$ cat config.mk
export PLATFORM = sky130hd
export DESIGN_NAME = jwt_payload_base64url_decoder
export DESIGN_NICKNAME = d
export VERILOG_FILES = /design/src/rtl/core/jpb_pkg.sv /design/src/rtl/core/jwt_payload_base64url_decoder.sv /design/src/rtl/core/jpb_dec.sv /design/src/rtl/core/jpb_fifo.sv
export SDC_FILE = /design/constraint.sdc
export NUM_CORES = 1
export LEC_CHECK = 0
export BUFFER_PORTS_ARGS = -buffer_cell sky130_fd_sc_hd__buf_2
export CORE_MARGIN = 10
export CORE_UTILIZATION = 50
export DETAILED_ROUTE_END_ITERATION = 8
export GPL_TIMING_DRIVEN = 1
export PLACE_DENSITY = 0.7
export SYNTH_ARGS = -nofsm -noshare
export SYNTH_HDL_FRONTEND = slang
export SYNTH_SLANG_ARGS = --single-unit
export TNS_END_PERCENT = 30
$ cat constraint.sdc
create_clock -name clk -period 5.6 [get_ports clk]
set_input_delay 0.56 -clock clk [delete_from_list [all_inputs] [get_ports clk]]
set_output_delay 0.56 -clock clk [all_outputs]
set_load 0.02 [all_outputs]
$ cat src/rtl/core/jpb_pkg.sv
// ----------------------------------------------------------------------------
// jpb_pkg
// Shared types, codes and character helpers for the token payload decoder.
// ----------------------------------------------------------------------------
package jpb_pkg;

  typedef enum logic [1:0] {
    PH_HEADER,
    PH_PAYLOAD,
    PH_SIGNATURE,
    PH_DRAIN
  } phase_t;

  localparam logic [1:0] ERR_NONE     = 2'd0;
  localparam logic [1:0] ERR_BAD_CHAR = 2'd1;
  localparam logic [1:0] ERR_SEGMENT  = 2'd2;
  localparam logic [1:0] ERR_DANGLING = 2'd3;

  localparam logic [7:0] CHAR_DOT = 8'h2E;

  // Results one character can cause, and the output queue around them.
  localparam int MAX_RES    = 3;
  localparam int FIFO_DEPTH = 8;
  localparam int FIFO_AW    = $clog2(FIFO_DEPTH);

  typedef struct packed {
    logic [7:0] data_byte;
    logic       has_data;
    logic       payload_end;
    logic [1:0] error_code;
  } result_t;

  // {valid, 6-bit value} for one base64url symbol
  typedef struct packed {
    logic       valid;
    logic [5:0] value;
  } symbol_t;

  function automatic symbol_t sym_decode(input logic [7:0] c);
    symbol_t s;
    s.valid = 1'b1;
    s.value = 6'd0;
    case (c) inside
      [8'h41:8'h5A]: s.value = 6'(c - 8'h41);
      [8'h61:8'h7A]: s.value = 6'(c - 8'h61 + 8'd26);
      [8'h30:8'h39]: s.value = 6'(c - 8'h30 + 8'd52);
      8'h2D:         s.value = 6'd62;
      8'h5F:         s.value = 6'd63;
      default:       s.valid = 1'b0;
    endcase
    return s;
  endfunction

  function automatic logic is_blank(input logic [7:0] c);
    return (c inside {8'h20, [8'h09:8'h0D]});
  endfunction

endpackage

$ cat src/rtl/core/jwt_payload_base64url_decoder.sv
// A result passes through the input register and the result queue before it is taken.
// Throughput: one character per cycle while the queue has room; each character
//   yields 0 to 3 results, drained one per cycle (while res_ready is high) from
//   an 8-entry result queue. Input stalls only when under 3 entries are free.
// Reset (rst, synchronous): empties the queue and input stage, returns the
//   decoder to the header segment with no symbols gathered.
// ----------------------------------------------------------------------------
// jwt_payload_base64url_decoder
// Streaming decoder for the payload segment of a dot-separated token.
// ----------------------------------------------------------------------------
module jwt_payload_base64url_decoder (
  input  logic       clk,
  input  logic       rst,
  // character channel
  input  logic       char_valid,
  output logic       char_ready,
  input  logic [7:0] character,
  input  logic       final_char,
  // result channel
  output logic       res_valid,
  input  logic       res_ready,
  output logic [7:0] data_byte,
  output logic       has_data,
  output logic       payload_end,
  output logic [1:0] error_code
);
  import jpb_pkg::*;

  // Input register: holds one accepted item until the queue has room.
  logic       held;
  logic [7:0] char_q;
  logic       final_q;

  logic            room;
  logic            step;
  logic [1:0]      res_count;
  result_t [2:0]   results;
  result_t         head;

  // An item is processed whenever one is held and the worst case fits.
  assign step       = held && room;
  // A new item may enter while the held one leaves this cycle.
  assign char_ready = !held || room;

  always_ff @(posedge clk) begin
    if (rst) begin
      held <= 1'b0;
    end else if (char_valid && char_ready) begin
      held <= 1'b1;
    end else if (step) begin
      held <= 1'b0;
    end
  end

  // payload only; no reset needed
  always_ff @(posedge clk) begin
    if (char_valid && char_ready) begin
      char_q  <= character;
      final_q <= final_char;
    end
  end

  // Segment phase, group gathering and result generation.
  jpb_dec u_dec (
    .clk        (clk),
    .rst        (rst),
    .step       (step),
    .character  (char_q),
    .final_char (final_q),
    .res_count  (res_count),
    .results    (results)
  );

  // Results of one item enter the queue together, in order.
  jpb_fifo u_fifo (
    .clk      (clk),
    .rst      (rst),
    .wr_count (res_count),
    .wr_data  (results),
    .room     (room),
    .rd_valid (res_valid),
    .rd_ready (res_ready),
    .rd_data  (head)
  );

  assign data_byte   = head.data_byte;
  assign has_data    = head.has_data;
  assign payload_end = head.payload_end;
  assign error_code  = head.error_code;

endmodule

$ cat src/rtl/core/jpb_dec.sv
// ----------------------------------------------------------------------------
// jpb_dec
// Segment tracking and base64url group assembly; up to three results a step.
// ----------------------------------------------------------------------------
module jpb_dec (
  input  logic                        clk,
  input  logic                        rst,
  input  logic                        step,
  input  logic [7:0]                  character,
  input  logic                        final_char,
  output logic [1:0]                  res_count,
  output jpb_pkg::result_t [2:0]      results
);
  import jpb_pkg::*;

  phase_t     phase, phase_next;
  logic [5:0] group_values [3];
  logic [5:0] group_values_next [3];
  logic [1:0] group_count, group_count_next;
  logic       payload_seen, payload_seen_next;

  symbol_t    sym;
  logic [7:0] b0, b1, b2;

  assign sym = sym_decode(character);
  assign b0  = {group_values[0], group_values[1][5:4]};
  assign b1  = {group_values[1][3:0], group_values[2][5:2]};
  assign b2  = {group_values[2][1:0], sym.value};

  always_comb begin
    phase_next        = phase;
    group_values_next = group_values;
    group_count_next  = group_count;
    payload_seen_next = payload_seen;
    res_count         = 2'd0;
    results           = '0;

    case (phase)
      PH_HEADER: begin
        if (final_char) begin
          results[0].error_code = ERR_SEGMENT;
          res_count = 2'd1;
        end else if (character == CHAR_DOT) begin
          phase_next = PH_PAYLOAD;
        end
      end
      PH_PAYLOAD: begin
        if (character == CHAR_DOT) begin
          res_count = 2'd1;
          if (!payload_seen) begin
            results[0].error_code = ERR_SEGMENT;
            phase_next = PH_DRAIN;
          end else if (group_count == 2'd1) begin
            results[0].error_code = ERR_DANGLING;
            phase_next = PH_DRAIN;
          end else begin
            phase_next = PH_SIGNATURE;
            case (group_count)
              2'd2: results[0] = '{b0, 1'b1, 1'b1, ERR_NONE};
              2'd3: begin
                results[0] = '{b0, 1'b1, 1'b0, ERR_NONE};
                results[1] = '{b1, 1'b1, 1'b1, ERR_NONE};
                res_count  = 2'd2;
              end
              default: results[0] = '{8'd0, 1'b0, 1'b1, ERR_NONE};
            endcase
          end
        end else begin
          payload_seen_next = 1'b1;
          if (is_blank(character)) begin
            if (final_char) begin
              results[0].error_code = ERR_SEGMENT;
              res_count = 2'd1;
            end
          end else if (!sym.valid) begin
            results[0].error_code = ERR_BAD_CHAR;
            res_count  = 2'd1;
            phase_next = PH_DRAIN;
          end else if (final_char) begin
            results[0].error_code = ERR_SEGMENT;
            res_count = 2'd1;
          end else if (group_count != 2'd3) begin
            group_values_next[group_count] = sym.value;
            group_count_next = group_count + 2'd1;
          end else begin
            // fourth symbol completes the group
            results[0] = '{b0, 1'b1, 1'b0, ERR_NONE};
            results[1] = '{b1, 1'b1, 1'b0, ERR_NONE};
            results[2] = '{b2, 1'b1, 1'b0, ERR_NONE};
            res_count  = 2'd3;
            group_values_next = '{default: 6'd0};
            group_count_next  = 2'd0;
          end
        end
      end
      default: ;
    endcase

    if (final_char) begin
      phase_next        = PH_HEADER;
      group_values_next = '{default: 6'd0};
      group_count_next  = 2'd0;
      payload_seen_next = 1'b0;
    end

    if (!step) begin
      res_count = 2'd0;
    end
  end

  always_ff @(posedge clk) begin
    if (rst) begin
      phase        <= PH_HEADER;
      group_values <= '{default: 6'd0};
      group_count  <= 2'd0;
      payload_seen <= 1'b0;
    end else if (step) begin
      phase        <= phase_next;
      group_values <= group_values_next;
      group_count  <= group_count_next;
      payload_seen <= payload_seen_next;
    end
  end

endmodule

$ cat src/rtl/core/jpb_fifo.sv
// ----------------------------------------------------------------------------
// jpb_fifo
// Result queue: up to three results in a cycle, one out a cycle when read.
// ----------------------------------------------------------------------------
module jpb_fifo (
  input  logic                        clk,
  input  logic                        rst,
  input  logic [1:0]                  wr_count,
  input  jpb_pkg::result_t [2:0]      wr_data,
  output logic                        room,
  output logic                        rd_valid,
  input  logic                        rd_ready,
  output jpb_pkg::result_t            rd_data
);
  import jpb_pkg::*;

  result_t            mem [FIFO_DEPTH];
  logic [FIFO_AW-1:0] wr_ptr, rd_ptr;
  logic [FIFO_AW:0]   count;
  logic               pop;

  assign pop      = rd_valid && rd_ready;
  assign rd_valid = (count != '0);
  assign rd_data  = mem[rd_ptr];
  // enough space for the worst-case step
  assign room     = (count <= (FIFO_AW+1)'(FIFO_DEPTH - MAX_RES));

  always_ff @(posedge clk) begin
    for (int i = 0; i < MAX_RES; i++) begin
      if (2'(i) < wr_count) begin
        mem[wr_ptr + FIFO_AW'(i)] <= wr_data[i];
      end
    end
  end

  always_ff @(posedge clk) begin
    if (rst) begin
      wr_ptr <= '0;
      rd_ptr <= '0;
      count  <= '0;
    end else begin
      wr_ptr <= wr_ptr + FIFO_AW'(wr_count);
      rd_ptr <= rd_ptr + FIFO_AW'(pop);
      count  <= count + (FIFO_AW+1)'(wr_count) - (FIFO_AW+1)'(pop);
    end
  end

endmodule
Word level (Yosys, flattened, before mapping)
Memories as Yosys holds them, arrays and structs flattened. A register that Yosys moved wholly into a read port is not among the register bits.
Cells that the tools add are included.
{ "totals": {"ff_bits": 43, "ramBits": 96, "inputBits": 13, "out_inout_bits": 14, "elab_cells": 148, "n_memories": 1} }
{ "classes": {"add_sub_neg": 12, "magnitude_cmp": 14, "n_eq_ne": 14, "n_mux": 74, "bitwise": 1, "reduce_logical": 20} }
{ "mem_list": {"columns": ["name", "words", "width", "rd", "rd_clocked_by_memory_dff", "wr", "line", "rtl"], "rows": [
  ["u_fifo.mem", 8, 12, 1, 1, 3, "jpb_fifo.sv:17", "result_t mem [FIFO_DEPTH];"]
]} }
{ "ops": {"columns": ["operator", "n"], "rows": [
  ["2-to-1 mux 34 bit", 4],
  ["2-to-1 mux 18 bit", 6],
  ["2-to-1 mux 2 bit", 27],
  ["2-to-1 mux 22 bit", 2],
  ["2-to-1 mux 36 bit", 1],
  ["2-to-1 mux 6 bit", 6],
  ["equality test 8 x 6 -> 1 bit, second input constant", 3],
  ["2-to-1 mux 12 bit", 2],
  ["2-to-1 mux 24 bit", 1],
  ["one-hot mux 12 bit (2 select lines)", 1],
  ["bitwise mux 18 bit", 1],
  ["2-to-1 mux 1 bit", 18],
  [">= comparator 8 x 7 -> 1 bit, second input constant", 2],
  ["less-or-equal comparator 8 x 7 -> 1 bit, second input constant", 2],
  ["demux 6 bit (select 2 bit)", 1],
  ["one-hot mux 2 bit (2 select lines)", 3],
  ["subtractor 6 bit, second input constant", 2],
  ["AND reduction 5 bit", 2],
  ["equality test 8 x 7 -> 1 bit, second input constant", 1],
  [">= comparator 8 x 4 -> 1 bit, second input constant", 1],
  [">= comparator 8 x 6 -> 1 bit, second input constant", 1],
  ["less-or-equal comparator 8 x 4 -> 1 bit, second input constant", 1],
  ["less-or-equal comparator 8 x 6 -> 1 bit, second input constant", 1],
  ["logical AND 1 bit", 8],
  ["other kinds (30)", 38]
]} }

Depth between registers and ports, before layout
{ "logic_depth": {"ltp_word": 14, "mapped_depth": 19, "mapped_depth_nobuf": 16} }

Cells and area by module
A second synthesis with hierarchy kept.
{ "unflattened": {"cells_unflattened": 1014, "area_unflattened_um2": 9494.1} }
{ "modules_own_cells": {"columns": ["mod", "instances", "cells_per_inst", "area_per_inst_um2"], "rows": [
  ["jpb_fifo", 1, 753, 7138.1],
  ["jpb_dec", 1, 246, 2023.2],
  ["jwt_payload_base64url_decoder", 1, 15, 332.8]
]} }

Least setup slack after synthesis
OpenSTA, ideal clock, no wires.
{ "synth_path": {"kind": "register to register", "from": "register char_q[2]", "to": "register u_fifo.count[3]", "t_arrival_ns": 3.748, "t_required_ns": 5.472, "path_slack_ns": 1.724, "path_stages_with_launch": 20, "n_path_buf": 3, "cell_sequence": "edfxtp_1 > inv_1 > ha_1 > nor2b_1 > o21ai_0 > nand3_1 > and2_1 > buf_6 > a211o_2 > buf_4 > buf_2 > a21oi_1 > inv_1 > ha_1 > inv_1 > ha_1 > a21o_1 > a21oi_1 > xnor2_1 > nor2_1"} }
{ "synth_between": {"elab_chain_len": 13, "elab_cells_between_ends": 29, "cone_classes": "add/sub: 2; order compare: 8; eq/ne: 4; mux: 10; reduce/logical: 5"} }
{ "synth_lines": {"columns": ["item", "line", "rtl"], "rows": [
  ["start: declaration", "jwt_payload_base64url_decoder.sv:31", "logic [7:0] char_q;"],
  ["start signal: assignment", "jwt_payload_base64url_decoder.sv:58", "char_q <= character;"],
  ["parallel branches: the longest is 8 deep, another holds >= comparator 8 x 6 -> 1 bit", null, null],
  ["2-to-1 mux 2 bit (*)", "jpb_dec.sv:48", "if (character == CHAR_DOT) begin"],
  ["one-hot mux 2 bit (2 select lines) (*)", "jpb_dec.sv:38", "case (phase)"],
  ["2-to-1 mux 2 bit (*)", "jpb_dec.sv:106", "if (!step) begin"],
  ["adder 4 x 2 -> 4 bit (*)", "jpb_fifo.sv:44", "count <= count + (FIFO_AW+1)'(wr_count) - (FIFO_AW+1)'(pop);"],
  ["subtractor 4 x 1 -> 4 bit (*)", "jpb_fifo.sv:44", null],
  ["end signal: assignment", "jpb_fifo.sv:44", null],
  ["end: declaration", "jpb_fifo.sv:19", "logic [FIFO_AW:0] count;"]
]} }
Every way passes the cells marked *.
A chain may end at the register's enable or synchronous reset.

==> results.yml <==
clock_network:
  numCtsBuffers: 17
  cts.sinks: 139
  root_buffer: "clkbuf_16"
  cts_buffer_depth: 2
  cts_max_level: 4
  post_cts_buffers: 0
  cts_tree: "built"
  post_cts_resized: 0
  clk_pin_slew_ps: 60
  insertion_delay_ps: 430
  cts_hold_buffers: 0
synthesis:
  yosys.cell_count.top_type: "edfxtp_1"
  synthTopCellsByCount: "edfxtp_1, nor2_1, dfxtp_1, o21ai_0, nand2_1"
  synth_edf_count: 81
  yosysUniqueCellTypes: 70
  ys_top_cells_by_area: "edfxtp_1, dfxtp_1, mux4_2"
  syn_inst: 803
  yosysTopAreaCell: "edfxtp_1"
  async_reset_ff_share_pct: 0
  synth_area_um2: 8240
  synth_flop_cell: "edfxtp_1"
  syn_area_per_cell_um2: 10.3
  ys_ff_latch: 139
  synth_warnings: 0
  synth.net_count: 844
  synth_top_area_share_pct: 29.5
  yosysSeqAreaShare_pct: 43.6
global_routing:
  grt_overflow: 0
  grt_pass1_wl_mm: 38.2
  grt_start_max_net_pins: 26
  grtUsageTotal_pct: 22.1
  grt_antenna_before_repair: 0
  grt_pass1_vias: 6687
route:
  drt_iter0_drc: 1015
  antenna_left: 0
  post_drt_wl_per_cell_um: 23.3
  via_per_inst: 6.67
  wl_mm: 24.2
  vias: 6929
  drc_errors: 0
  first_pass_iters: 7
placement:
  globalplace.congestion: 0.940
  place_hpwl_mm: 17.7
  dp_cells: 1006
  port-buffer-count: 26
timing:
  timing.hold.ws_ps: 304
  grt_setup_unrepaired: "false"
  period_share_pct: 80.8
  finalSetupTns_ps: 0
  setup_viol: 0
  fmax_mhz: 221
  period_minus_slack_ps: 4530
  slew_violations: 0
  hold_viol_final: 0
  fin_skew_ps: 8.26
  tightest_slew_ps: 1320
  relSlewSlack_pct: 10.8
worst_setup_path:
  r2r_start: "char_q[2]"
  crit_fanout: 25
  worstPathArrival_ps: 4540
  start_kind: "flop"
  worstSetupPathType: "flop to flop"
  cp.required_ps: 5610
  crit_start: "char_q[2]"
  cp-end-kind: "flop"
floorplanning:
  rows: 46
  initial_core_util_pct: 51.5
  die_h_um: 148
  core_um2: 16000
  die_w_um: 148
  ios: 27
  die-area_um2: 22000
power:
  p_leak_nw: 3.01
  p_per_area_nw_per_um2: 323
  ir_worst_vdd_uv: 199
run_status:
  status: "complete, no violations"
finish:
  n_antenna_cell: 0
  area_growth_pct: 10.2
  drive_gt1_share_pct: 17.4
  stdcell_count: 1039
  fillers: 1395
  nNetsFinal: 851
run:
  cap_violations: 0
hold_path:
  hold_start: "final_char"
  hp-class: "input pin to flop"
## power breakdown
part           switching, mW  total, mW  internal, mW
logic                  0.321      0.569         0.248
registers             0.0983       1.22          1.12
clock network          0.444       1.15         0.704
total                  0.862       2.93          2.07
## cells by family after synthesis
family | count (synthesis) | synth area share (%)
compound gates | 266 | 23.0
simple gates | 243 | 15.2
flops | 139 | 43.6
buf+inv | 80 | 4.36
mux | 39 | 8.59
fa+ha+maj | 28 | 4.43
xor+xnor | 8 | 0.850
## cell type report
cell class	instances	area, um2	share of cell area (%)
Sequential cell	139	3590	39.6
Clock inverter	13	168	1.84
Tap cell	216	270	2.97
Clock buffer	19	433	4.76
Inverter	29	109	1.20
Timing Repair Buffer	39	223	2.45
Multi-Input combinational cell	584	4290	47.2
## state kept, by name (all words and copies together) (netlist names)
register	flops
u_fifo.mem	96
char_q	8
u_dec.b0	8
u_dec.b1	8
u_fifo.count	4
u_fifo.rd_ptr	3
u_fifo.wr_ptr	3
u_dec.b2	2
u_dec.group_count	2
u_dec.phase	2
final_q	1
held	1
u_dec.payload_seen	1
## through the flow
stage          setup WS (ps)  power (mW)  util, %  area, um2
4_1_cts                 1050        2.94     56.8       9080
6_report                1070        2.93     56.8       9090
3_3_place_gp            1280        1.79     53.0       8480
3_5_place_dp            1150        1.81     53.0       8480
2_1_floorplan           1720        1.63        -       8240
5_1_grt                  715        3.05     56.8       9090
## layer usage
metal | global-route usage (%) | share of wire [%]
met3 | 5.89 | 10
met4 | 7.83 | 2.7
met5 | 0 | 0
met1 | 28.0 | 40
met2 | 35.6 | 47
## worst max-delay path: stages (launching register included)
cell and delay [ps]:
edfxtp_1 520, inv_1 210, ha_1 290, a21oi_2 90, a311o_2 380, mux2i_1 210, or3_1 370, a211o_2 500
buf_4 400, nor2_1 210, o21ai_1 380, o21ai_0 530
## final timing paths
path                                           to  slack (ps)  cells past startpoint
worst max register to register  u_fifo.mem[5][11]        1070                     11
worst min-delay path                      final_q         300                      1
worst max-delay path            u_fifo.mem[5][11]        1070                     11
worst min register to register        u_dec.b2[6]         460                      2
## cells in the final DEF, fill, tap and decap left out, types with 3 or more instances in the layout
cell,instances
mux4_2,24
nand2_1,46
nor2_4,7
clkbuf_16,17
buf_4,11
a22o_1,14
and3_1,5
a21boi_1,11
nor2b_1,10
o211ai_1,6
nor4_1,14
edfxtp_1,81
xnor2_1,6
a22oi_1,14
a21oi_1,43
buf_2,28
ha_1,26
nor3_1,20
a31oi_1,9
nand3_1,34
o21ai_1,14
o22ai_1,4
inv_1,29
dfxtp_1,57
mux2_2,14
a21oi_2,10
or3_1,6
bufinv_16,3
a21boi_0,6
nor2_1,65
o21ai_0,58
nand2b_1,14
and2_1,7
and4_1,3
o21ai_2,5
clkinvlp_4,3
o31ai_1,5
a221o_1,41
Power figures use the tool's default switching activity.
